===== src/hdl/sdi_pkg.sv =====
// Shared types, codes and command tables for the SD card SPI-mode start-up sequencer.
// No dependencies; imported by every module of the block.
`default_nettype none
package sdi_pkg;

	localparam int ATTEMPT_CNT_W_DEFAULT = 16;

	// Configuration register indexes (byte address bit 2)
	localparam logic REG_MAX_ATTEMPTS   = 1'b0;
	localparam logic REG_POWER_UP_BYTES = 1'b1;

	localparam logic [15:0] MAX_ATTEMPTS_RST   = 16'd500;
	localparam logic [7:0]  POWER_UP_BYTES_RST = 8'd10;

	// Status codes
	localparam logic [1:0] ST_BUSY      = 2'd0;
	localparam logic [1:0] ST_READY     = 2'd1;
	localparam logic [1:0] ST_CMD0_TO   = 2'd2;
	localparam logic [1:0] ST_ACMD41_TO = 2'd3;

	// Command slots
	localparam logic [2:0] CMD_0      = 3'd0;
	localparam logic [2:0] CMD_8      = 3'd1;
	localparam logic [2:0] CMD_58     = 3'd2;
	localparam logic [2:0] CMD_55     = 3'd3;
	localparam logic [2:0] CMD_ACMD41 = 3'd4;

	localparam logic [7:0] SPI_IDLE_BYTE = 8'hFF;

	typedef struct packed {
		logic [15:0] max_attempts;
		logic [7:0]  power_up_bytes;
	} sdi_cfg_t;

	typedef struct packed {
		logic [7:0] tx_byte;
		logic       tx_valid;
		logic       select_active;
		logic [1:0] status;
	} sdi_result_t;

	// Byte pos of command c
	function automatic logic [7:0] cmd_byte(input logic [2:0] c, input logic [3:0] pos);
		logic [7:0] b;
		b = 8'h00;
		case (c)
			CMD_0: begin
				case (pos)
					4'd0: b = 8'h40;
					4'd5: b = 8'h95;
					4'd6: b = 8'hFF;
					default: b = 8'h00;
				endcase
			end
			CMD_8: begin
				case (pos)
					4'd0: b = 8'h48;
					4'd3: b = 8'h01;
					4'd4: b = 8'hAA;
					4'd5: b = 8'h87;
					default: b = 8'h00;
				endcase
			end
			CMD_58: begin
				case (pos)
					4'd0: b = 8'h7A;
					4'd5: b = 8'h75;
					default: b = 8'h00;
				endcase
			end
			CMD_55: begin
				case (pos)
					4'd0: b = 8'h77;
					4'd5: b = 8'h95;
					default: b = 8'h00;
				endcase
			end
			CMD_ACMD41: begin
				case (pos)
					4'd0: b = 8'h69;
					4'd5: b = 8'h5F;
					default: b = 8'h00;
				endcase
			end
			default: b = 8'h00;
		endcase
		return b;
	endfunction

	function automatic logic [3:0] cmd_len(input logic [2:0] c);
		return (c == CMD_0) ? 4'd7 : 4'd6;
	endfunction

	function automatic logic [3:0] read_count(input logic [2:0] c);
		logic [3:0] n;
		case (c)
			CMD_0:   n = 4'd2;
			CMD_8:   n = 4'd6;
			CMD_58:  n = 4'd11;
			CMD_55:  n = 4'd3;
			default: n = 4'd4;
		endcase
		return n;
	endfunction

	// Polls that end early on a match
	function automatic logic stop_hit(input logic [2:0] c, input logic [7:0] rx);
		logic h;
		case (c)
			CMD_0:               h = (rx == 8'h01);
			CMD_55, CMD_ACMD41:  h = (rx == 8'h00);
			default:             h = 1'b0;
		endcase
		return h;
	endfunction

endpackage
`default_nettype wire


===== src/hdl/sd_spi_card_initializer.sv =====
// Top level of the SD card SPI-mode start-up sequencer: beat registers and handshake.
// Depends on sdi_pkg, sdi_regs and sdi_seq.
`default_nettype none
// Host-side sequencer that walks an SD card through SPI-mode start-up: power-up dummy
// bytes with chip select high, CMD0 (retried up to max_attempts), CMD8, CMD58 and
// CMD55/ACMD41 pairs until ACMD41 answers 0x00. The host sends a start beat (kind 0)
// and then, after each SPI exchange it performs, a beat with kind 1 and the byte it
// received; every input beat yields exactly one result beat carrying the next byte to
// shift out, whether an exchange is wanted, chip select, and status (busy, ready, CMD0
// timeout, ACMD41 timeout). A start beat restarts the sequence from any point.
// Throughput is one beat per clock while out_ready stays high: an input register feeds
// the sequencer step, whose result lands in an output register. The only stall source
// is out_ready back-pressure on that output register. No clearing pass follows reset.
// Registers (APB, byte address): 0x0 max_attempts [15:0], reset 500;
// 0x4 power_up_bytes [7:0], reset 10. Write them only while the block is idle.
module sd_spi_card_initializer
	import sdi_pkg::*;
#(
	parameter int ATTEMPT_COUNTER_WIDTH = ATTEMPT_CNT_W_DEFAULT
) (
	input  wire logic        clk,
	input  wire logic        arst_n,
	// APB config
	input  wire logic        psel,
	input  wire logic        penable,
	input  wire logic        pwrite,
	input  wire logic [2:0]  paddr,
	input  wire logic [31:0] pwdata,
	output logic      [31:0] prdata,
	output logic             pready,
	// input beats
	input  wire logic        in_valid,
	output logic             in_ready,
	input  wire logic        kind,
	input  wire logic [7:0]  rx_byte,
	// result beats
	output logic             out_valid,
	input  wire logic        out_ready,
	output logic      [7:0]  tx_byte,
	output logic             tx_valid,
	output logic             select_active,
	output logic      [1:0]  status
);

	sdi_cfg_t    cfg;
	sdi_result_t step_res;
	sdi_result_t res_q;

	logic       valid_s1;
	logic       kind_s1;
	logic [7:0] rx_s1;
	logic       out_valid_q;
	logic       step;

	sdi_regs u_regs (
		.clk     (clk),
		.arst_n  (arst_n),
		.psel    (psel),
		.penable (penable),
		.pwrite  (pwrite),
		.paddr   (paddr),
		.pwdata  (pwdata),
		.prdata  (prdata),
		.pready  (pready),
		.cfg     (cfg)
	);

	// step the sequencer when a beat is held and the output slot frees up
	assign step     = valid_s1 & (~out_valid_q | out_ready);
	assign in_ready = ~valid_s1 | step;

	always_ff @(posedge clk or negedge arst_n) begin
		if (!arst_n) begin
			valid_s1 <= 1'b0;
		end else if (in_ready) begin
			valid_s1 <= in_valid;
		end
	end

	// payload of the input register, loaded on accept
	always_ff @(posedge clk) begin
		if (in_valid && in_ready) begin
			kind_s1 <= kind;
			rx_s1   <= rx_byte;
		end
	end

	sdi_seq #(
		.ATTEMPT_CNT_W (ATTEMPT_COUNTER_WIDTH)
	) u_seq (
		.clk     (clk),
		.arst_n  (arst_n),
		.step    (step),
		.kind    (kind_s1),
		.rx_byte (rx_s1),
		.cfg     (cfg),
		.result  (step_res)
	);

	// result register
	always_ff @(posedge clk or negedge arst_n) begin
		if (!arst_n) begin
			out_valid_q <= 1'b0;
		end else if (step) begin
			out_valid_q <= 1'b1;
		end else if (out_ready) begin
			out_valid_q <= 1'b0;
		end
	end

	always_ff @(posedge clk) begin
		if (step) begin
			res_q <= step_res;
		end
	end

	assign out_valid     = out_valid_q;
	assign tx_byte       = res_q.tx_byte;
	assign tx_valid      = res_q.tx_valid;
	assign select_active = res_q.select_active;
	assign status        = res_q.status;

`ifndef SYNTH
	a_step_fills_out: assert property (@(posedge clk) disable iff (!arst_n)
		step |=> out_valid_q)
		else $error("sequencer step did not produce a result beat");

	a_stall_holds_s1: assert property (@(posedge clk) disable iff (!arst_n)
		valid_s1 && !step |=> valid_s1 && $stable(kind_s1) && $stable(rx_s1))
		else $error("held input beat lost or changed");

	a_no_xfer_idle_byte: assert property (@(posedge clk) disable iff (!arst_n)
		out_valid_q && !res_q.tx_valid |-> res_q.tx_byte == SPI_IDLE_BYTE
			&& !res_q.select_active)
		else $error("no exchange requested but byte or select not idle");

	a_done_no_xfer: assert property (@(posedge clk) disable iff (!arst_n)
		out_valid_q && res_q.status != ST_BUSY |-> !res_q.tx_valid)
		else $error("exchange requested with a final status");
`endif

endmodule
`default_nettype wire


===== src/hdl/sdi_regs.sv =====
// APB-style configuration registers: max_attempts and power_up_bytes.
// Depends on sdi_pkg.
`default_nettype none
module sdi_regs
	import sdi_pkg::*;
(
	input  wire logic        clk,
	input  wire logic        arst_n,
	input  wire logic        psel,
	input  wire logic        penable,
	input  wire logic        pwrite,
	input  wire logic [2:0]  paddr,
	input  wire logic [31:0] pwdata,
	output logic      [31:0] prdata,
	output logic             pready,
	output sdi_cfg_t         cfg
);

	logic [15:0] max_attempts_q;
	logic [7:0]  power_up_bytes_q;
	logic        reg_idx;
	logic        wr_en;

	assign pready  = 1'b1;
	assign reg_idx = paddr[2];
	assign wr_en   = psel & penable & pwrite;

	always_ff @(posedge clk or negedge arst_n) begin
		if (!arst_n) begin
			max_attempts_q   <= MAX_ATTEMPTS_RST;
			power_up_bytes_q <= POWER_UP_BYTES_RST;
		end else if (wr_en) begin
			unique case (reg_idx)
				REG_MAX_ATTEMPTS:   max_attempts_q   <= pwdata[15:0];
				REG_POWER_UP_BYTES: power_up_bytes_q <= pwdata[7:0];
			endcase
		end
	end

	always_comb begin
		unique case (reg_idx)
			REG_MAX_ATTEMPTS:   prdata = {16'd0, max_attempts_q};
			REG_POWER_UP_BYTES: prdata = {24'd0, power_up_bytes_q};
		endcase
	end

	assign cfg = '{max_attempts: max_attempts_q, power_up_bytes: power_up_bytes_q};

endmodule
`default_nettype wire


===== src/hdl/sdi_seq.sv =====
// Start-up sequence state and one-step next-state/result logic.
// Depends on sdi_pkg; stepped by the top level once per input beat.
`default_nettype none
module sdi_seq
	import sdi_pkg::*;
#(
	parameter int ATTEMPT_CNT_W = ATTEMPT_CNT_W_DEFAULT
) (
	input  wire logic        clk,
	input  wire logic        arst_n,
	input  wire logic        step,
	input  wire logic        kind,
	input  wire logic [7:0]  rx_byte,
	input  wire sdi_cfg_t    cfg,
	output sdi_result_t      result
);

	localparam int CW = (ATTEMPT_CNT_W > 16) ? ATTEMPT_CNT_W : 16;
	localparam logic [ATTEMPT_CNT_W-1:0] ATT_MAX = '1;

	typedef enum logic [3:0] {
		PH_IDLE      = 4'd0,
		PH_CMD0_TX   = 4'd1,
		PH_CMD0_RX   = 4'd2,
		PH_CMD8_TX   = 4'd3,
		PH_CMD8_RX   = 4'd4,
		PH_CMD58_TX  = 4'd5,
		PH_CMD58_RX  = 4'd6,
		PH_CMD55_TX  = 4'd7,
		PH_CMD55_RX  = 4'd8,
		PH_ACMD41_TX = 4'd9,
		PH_ACMD41_RX = 4'd10,
		PH_POWER     = 4'd11,
		PH_READY     = 4'd12,
		PH_FAIL0     = 4'd13,
		PH_FAIL41    = 4'd14
	} phase_t;

	phase_t                   phase_q, phase_d;
	logic [3:0]               pos_q, pos_d;
	logic [3:0]               poll_q, poll_d;
	logic [ATTEMPT_CNT_W-1:0] att_q, att_d;
	logic [7:0]               dummy_q, dummy_d;

	logic [3:0]               ph_m1;
	logic [2:0]               c;
	logic [3:0]               pos_inc;
	logic [3:0]               poll_inc;
	logic                     hit;
	logic [ATTEMPT_CNT_W-1:0] att_inc;
	logic                     att_done;
	logic [1:0]               cur_status;
	sdi_result_t              idle_res;

	always_ff @(posedge clk or negedge arst_n) begin
		if (!arst_n) begin
			phase_q <= PH_IDLE;
			pos_q   <= '0;
			poll_q  <= '0;
			att_q   <= '0;
			dummy_q <= '0;
		end else if (step) begin
			phase_q <= phase_d;
			pos_q   <= pos_d;
			poll_q  <= poll_d;
			att_q   <= att_d;
			dummy_q <= dummy_d;
		end
	end

	assign ph_m1    = phase_q - 4'd1;
	assign c        = ph_m1[3:1];
	assign pos_inc  = pos_q + 4'd1;
	assign poll_inc = poll_q + 4'd1;
	assign hit      = stop_hit(c, rx_byte);

	// saturating retry count; all-ones also ends the loop
	assign att_inc  = (att_q == ATT_MAX) ? att_q : att_q + 1'b1;
	assign att_done = (CW'(att_inc) >= CW'(cfg.max_attempts)) || (att_inc == ATT_MAX);

	always_comb begin
		case (phase_q)
			PH_READY:  cur_status = ST_READY;
			PH_FAIL0:  cur_status = ST_CMD0_TO;
			PH_FAIL41: cur_status = ST_ACMD41_TO;
			default:   cur_status = ST_BUSY;
		endcase
	end

	assign idle_res = '{tx_byte: SPI_IDLE_BYTE, tx_valid: 1'b0, select_active: 1'b0,
		status: cur_status};

	always_comb begin
		phase_d = phase_q;
		pos_d   = pos_q;
		poll_d  = poll_q;
		att_d   = att_q;
		dummy_d = dummy_q;
		result  = idle_res;
		if (!kind) begin
			phase_d = PH_POWER;
			pos_d   = '0;
			poll_d  = '0;
			att_d   = '0;
			dummy_d = 8'd1;
			result  = '{SPI_IDLE_BYTE, 1'b1, 1'b0, ST_BUSY};
		end else begin
			unique case (phase_q) inside
				PH_POWER: begin
					if (dummy_q < cfg.power_up_bytes) begin
						dummy_d = dummy_q + 8'd1;
						result  = '{SPI_IDLE_BYTE, 1'b1, 1'b0, ST_BUSY};
					end else begin
						att_d   = '0;
						phase_d = PH_CMD0_TX;
						pos_d   = '0;
						poll_d  = '0;
						result  = '{cmd_byte(CMD_0, 4'd0), 1'b1, 1'b1, ST_BUSY};
					end
				end
				PH_CMD0_TX, PH_CMD8_TX, PH_CMD58_TX, PH_CMD55_TX, PH_ACMD41_TX: begin
					pos_d = pos_inc;
					if (pos_inc < cmd_len(c)) begin
						result = '{cmd_byte(c, pos_inc), 1'b1, 1'b1, ST_BUSY};
					end else begin
						phase_d = phase_t'(phase_q + 4'd1);
						poll_d  = '0;
						result  = '{SPI_IDLE_BYTE, 1'b1, 1'b1, ST_BUSY};
					end
				end
				PH_CMD0_RX, PH_CMD8_RX, PH_CMD58_RX, PH_CMD55_RX, PH_ACMD41_RX: begin
					poll_d = poll_inc;
					if (!hit && (poll_inc < read_count(c))) begin
						result = '{SPI_IDLE_BYTE, 1'b1, 1'b1, ST_BUSY};
					end else begin
						pos_d  = '0;
						poll_d = '0;
						case (c)
							CMD_0: begin
								if (hit) begin
									phase_d = PH_CMD8_TX;
									result  = '{cmd_byte(CMD_8, 4'd0), 1'b1, 1'b1, ST_BUSY};
								end else begin
									att_d = att_inc;
									if (att_done) begin
										phase_d = PH_FAIL0;
										poll_d  = poll_inc;
										pos_d   = pos_q;
										result  = '{SPI_IDLE_BYTE, 1'b0, 1'b0, ST_CMD0_TO};
									end else begin
										phase_d = PH_CMD0_TX;
										result  = '{cmd_byte(CMD_0, 4'd0), 1'b1, 1'b1, ST_BUSY};
									end
								end
							end
							CMD_8: begin
								phase_d = PH_CMD58_TX;
								result  = '{cmd_byte(CMD_58, 4'd0), 1'b1, 1'b1, ST_BUSY};
							end
							CMD_58: begin
								att_d   = '0;
								phase_d = PH_CMD55_TX;
								result  = '{cmd_byte(CMD_55, 4'd0), 1'b1, 1'b1, ST_BUSY};
							end
							CMD_55: begin
								phase_d = PH_ACMD41_TX;
								result  = '{cmd_byte(CMD_ACMD41, 4'd0), 1'b1, 1'b1, ST_BUSY};
							end
							default: begin
								if (hit) begin
									phase_d = PH_READY;
									poll_d  = poll_inc;
									pos_d   = pos_q;
									result  = '{SPI_IDLE_BYTE, 1'b0, 1'b0, ST_READY};
								end else begin
									att_d = att_inc;
									if (att_done) begin
										phase_d = PH_FAIL41;
										poll_d  = poll_inc;
										pos_d   = pos_q;
										result  = '{SPI_IDLE_BYTE, 1'b0, 1'b0, ST_ACMD41_TO};
									end else begin
										phase_d = PH_CMD55_TX;
										result  = '{cmd_byte(CMD_55, 4'd0), 1'b1, 1'b1, ST_BUSY};
									end
								end
							end
						endcase
					end
				end
				default: result = idle_res;
			endcase
		end
	end

endmodule
`default_nettype wire


===== config.mk =====
export PLATFORM = sky130hd
export DESIGN_NAME = sd_spi_card_initializer
export DESIGN_NICKNAME = d
export VERILOG_FILES = /design/src/hdl/sdi_pkg.sv /design/src/hdl/sd_spi_card_initializer.sv /design/src/hdl/sdi_regs.sv /design/src/hdl/sdi_seq.sv
export SDC_FILE = /design/constraint.sdc
export NUM_CORES = 1
export LEC_CHECK = 0
export BUFFER_PORTS_ARGS = -buffer_cell sky130_fd_sc_hd__buf_2
export CORE_MARGIN = 3
export CORE_UTILIZATION = 60
export DETAILED_ROUTE_END_ITERATION = 8
export PLACE_DENSITY_LB_ADDON = 0.1
export SLEW_MARGIN = 15
export SYNTH_ARGS = -nofsm -noshare
export SYNTH_HDL_FRONTEND = slang
export SYNTH_SLANG_ARGS = --single-unit

===== constraint.sdc =====
create_clock -name clk -period 10 [get_ports clk]
set_input_delay 2 -clock clk [delete_from_list [all_inputs] [get_ports clk]]
set_output_delay 2 -clock clk [all_outputs]
set_load 0.02 [all_outputs]

==> impl_metrics.yaml <==
status:
  status: "finished, final reports clean"
placed_design:
  pre_cts_slack_ns: 5.000
  place_congestion: 0.9514
  io_buffers: 62
  place_area_sq_um: 6349
  dpl.hpwl_um: 10640
  place_inst: 810
finish:
  nNetsFinal: 777
  nFillCells: 827
  drive_gt1_share_pct: 21.21
  layout_common_cells: "buf_2 (62), dfrtp_1 (54), nand2_1 (50)"
  diodes: 0
  finalNonFillerCells: 826
  final_util_pct: 67.11
  postLayoutCellArea_sq_um: 6560
  final_common_cell: "buf_2"
  synthToLayoutAreaGrowth_pct: 8.506
floorplan:
  fp.dieW_um: 106.4
  start_util_pct: 61.85
  dieArea_sq_um: 11320
  fp-row-count: 36
  num_io_pins: 98
  coreArea_sq_um: 9774
  die_y_um: 106.4
global_route:
  grt_antenna_before_repair: 0
  grtUsageTotal_pct: 26.18
  grt_max_degree: 63
  grt_pass1_wl_um: 23670
  grt_pass1_vias: 4731
  grt-ovfl-total: 0
logic_synthesis:
  synth_cells: 640
  yosysWarnings: 0
  synth-seq-area-share_pct: 36.26
  synth_area_sq_um: 6046
  ys.flop_type: "dfrtp_1"
  synth-edff-count: 21
  synth-seq-cells: 83
  synth_cell_types: 83
  syn_area_per_cell_sq_um: 9.447
  synthArstFlopShare_pct: 74.70
critical_path:
  worst_setup_path_start_kind: "flip-flop"
  required_ns: 10.12
  worstPathMaxFanout: 10
  startpoint: "u_seq.att_q[0]"
  crit_type: "reg -> reg"
  arrival_ns: 5.21
  reg2reg_setup_slack_ns: 4.91
  cp-end-kind: "flip-flop"
  rr_endpoint: "tx_byte[7]"
  r2r_cells: 14
  r2r_start: "u_seq.att_q[0]"
worst_hold_path:
  hp-class: "reg -> reg"
  whs_path_depth: 1
  hp-start: "valid_s1"
  holdPathEnd: "out_valid"
pwr:
  seq_power_share_pct: 33.9
  p_sw_share_pct: 44.81
  peakVddDrop_mv: 0.1383
  power_density_nw_per_um2: 220.7
  p_int_mw: 0.7990
  finalPower_mw: 1.448
  p_switching_mw: 0.6487
  pwr-share-clk_pct: 17.5
  combPwrFrac_pct: 48.6
  p_leak_nw: 3.050
route:
  wl_per_cell_um: 17.34
  vias_per_cell: 6.130
  first_iter_violations: 437
  postRouteAntennaNets: 0
  drc: 0
  dr.pass1.iters: 5
  vias: 5063
  wl_um: 14330
sta:
  hold_viol: 0
  fin_hold_ws_ns: 0.5122
  finalCritPeriodShare_pct: 50.85
  max_freq_ghz: 0.1967
  period_minus_slack_ns: 5.085
  setup_viol: 0
  rsz0062_at_grt: "no"
  worst_pin_slew_ns: 0.8864
  fin_ws_ns: 4.915
  slew_headroom_pct: 40.59
  fin_setup_tns_ns: 0
  slew_violations: 0
  skew_ns: 0.01218
clocking:
  cts.sinks: 83
  clk_latency_ns: 0.38
  htreeDepth: 3
  cts.clk_slew.worst_paths_ns: 0.08
  cts_buffer_depth: 2
  post-cts-setup-buffers: 0
  postCtsResizedCells: 0
  cts_tree: "yes"
  cts_buffers: 9
  holdBufCountCts: 0
  cts_root_buf: "clkbuf_8"
flow_run:
  drv_cap: 0
critical path: stages (launching register included):
cell	delay, ns
dfrtp_1	0.49
ha_1	0.35
nand3_2	0.25
nor4_4	0.52
nor2_1	0.14
and3_1	0.20
xor2_1	0.21
ha_1	0.29
a2111oi_0	0.39
o21ai_0	0.18
a31o_2	0.28
a221oi_1	0.50
o41ai_4	0.27
o32a_2	0.43
a221o_1	0.35
metal layers:
layer | vias up | global-route usage [%] | share of wire (%)
li1 | 2404 | - | -
met1 | 2416 | 37.74 | 46
met2 | 217 | 39.55 | 45
met3 | 26 | 5.222 | 7.1
met4 | 0 | 8.603 | 1.7
met5 | - | 0 | 0
worst max path at each step:
| stage | to | slack (ns) |
|---|---|---|
| 2_1_floorplan | prdata[6] | 5.16 |
| 3_3_place_gp | tx_byte[7] | 5.05 |
| 3_5_place_dp | tx_byte[7] | 5.00 |
| 4_1_cts | tx_byte[7] | 4.97 |
| 5_1_grt | tx_byte[7] | 4.64 |
| 6_report | tx_byte[7] | 4.91 |
kinds of logic (layout without fill, tap and decap cells):
group	count (synthesis)	in the layout	synth area share [%]
other	2	17	0.1242
flip-flops	83	83	36.26
multiplexers	51	51	9.789
adder cells (fa/ha/maj)	38	38	7.864
XOR/XNOR	18	18	3.042
buffers and inverters	83	121	6.602
AO/OA/AOI/OAI	151	151	17.49
AND/OR/NAND/NOR	214	214	18.83
sequential cells by signal (all words and copies together) (netlist names):
register	flops
tx_valid	1
u_regs.max_attempts_q	16
u_seq.att_q	16
valid_s1	1
kind_s1	1
rx_s1	8
u_seq.dummy_q	8
out_valid	1
u_seq.phase_q	4
status	2
select_active	1
u_regs.power_up_bytes_q	8
u_seq.pos_q	4
tx_byte	8
u_seq.poll_q	4
layout make-up:
| type | instances | area, sq um | area share [%] |
|---|---|---|---|
| multi-input cells | 489 | 3511 | 53.52 |
| flip-flops and latches | 83 | 2192 | 33.42 |
| repair buffers | 64 | 325.3 | 4.959 |
| clock buffers | 14 | 195.2 | 2.975 |
| well taps | 133 | 166.4 | 2.537 |
| inverters | 41 | 153.9 | 2.346 |
| clock inverters | 2 | 16.27 | 0.2479 |
power groups by stage:
stage / clock, mW / combinational, mW / sequential [mW]
after floorplan: 0 / 0.517 / 0.488
after global placement: 0 / 0.675 / 0.494
after detailed placement: 0 / 0.689 / 0.498
after CTS: 0.261 / 0.692 / 0.491
after global routing: 0.269 / 0.774 / 0.503
final: 0.254 / 0.703 / 0.491
Yosys cell counts (3+ instances only):
cell      instances  area [sq um]
and3_1           12         75.07
edfxtp_1         21         630.6
clkbuf_1         15         56.30
and2_1            8         50.05
buf_2             7         35.03
nand3_1          26         130.1
dfstp_2           8         210.2
or3_1             5         31.28
nand2_1          50         187.7
nor2b_1           6         37.54
nand2b_1         12         75.07
nor2_1           49         183.9
a21o_1            5         37.54
nand4_1          12         75.07
inv_1            40         150.1
o31ai_1           3         22.52
a32o_1            3         30.03
a211oi_1          3         22.52
a31oi_1          14         87.58
nor4_1            6         37.54
dfrtp_1          54          1351
ha_1             38         475.5
buf_4            19         142.6
a22o_1            5         43.79
a21oi_1          25         125.1
or2_2             3         18.77
o21ai_0          41         205.2
mux2_2           33         371.6
mux2_4            8         120.1
nand3b_1          3         22.52
nor3_1            6         30.03
xor2_1            8         70.07
mux2i_1          10         100.1
xnor2_1           8         70.07
o21a_1           10         75.07
No activity file was read; power rests on OpenSTA's default activity.
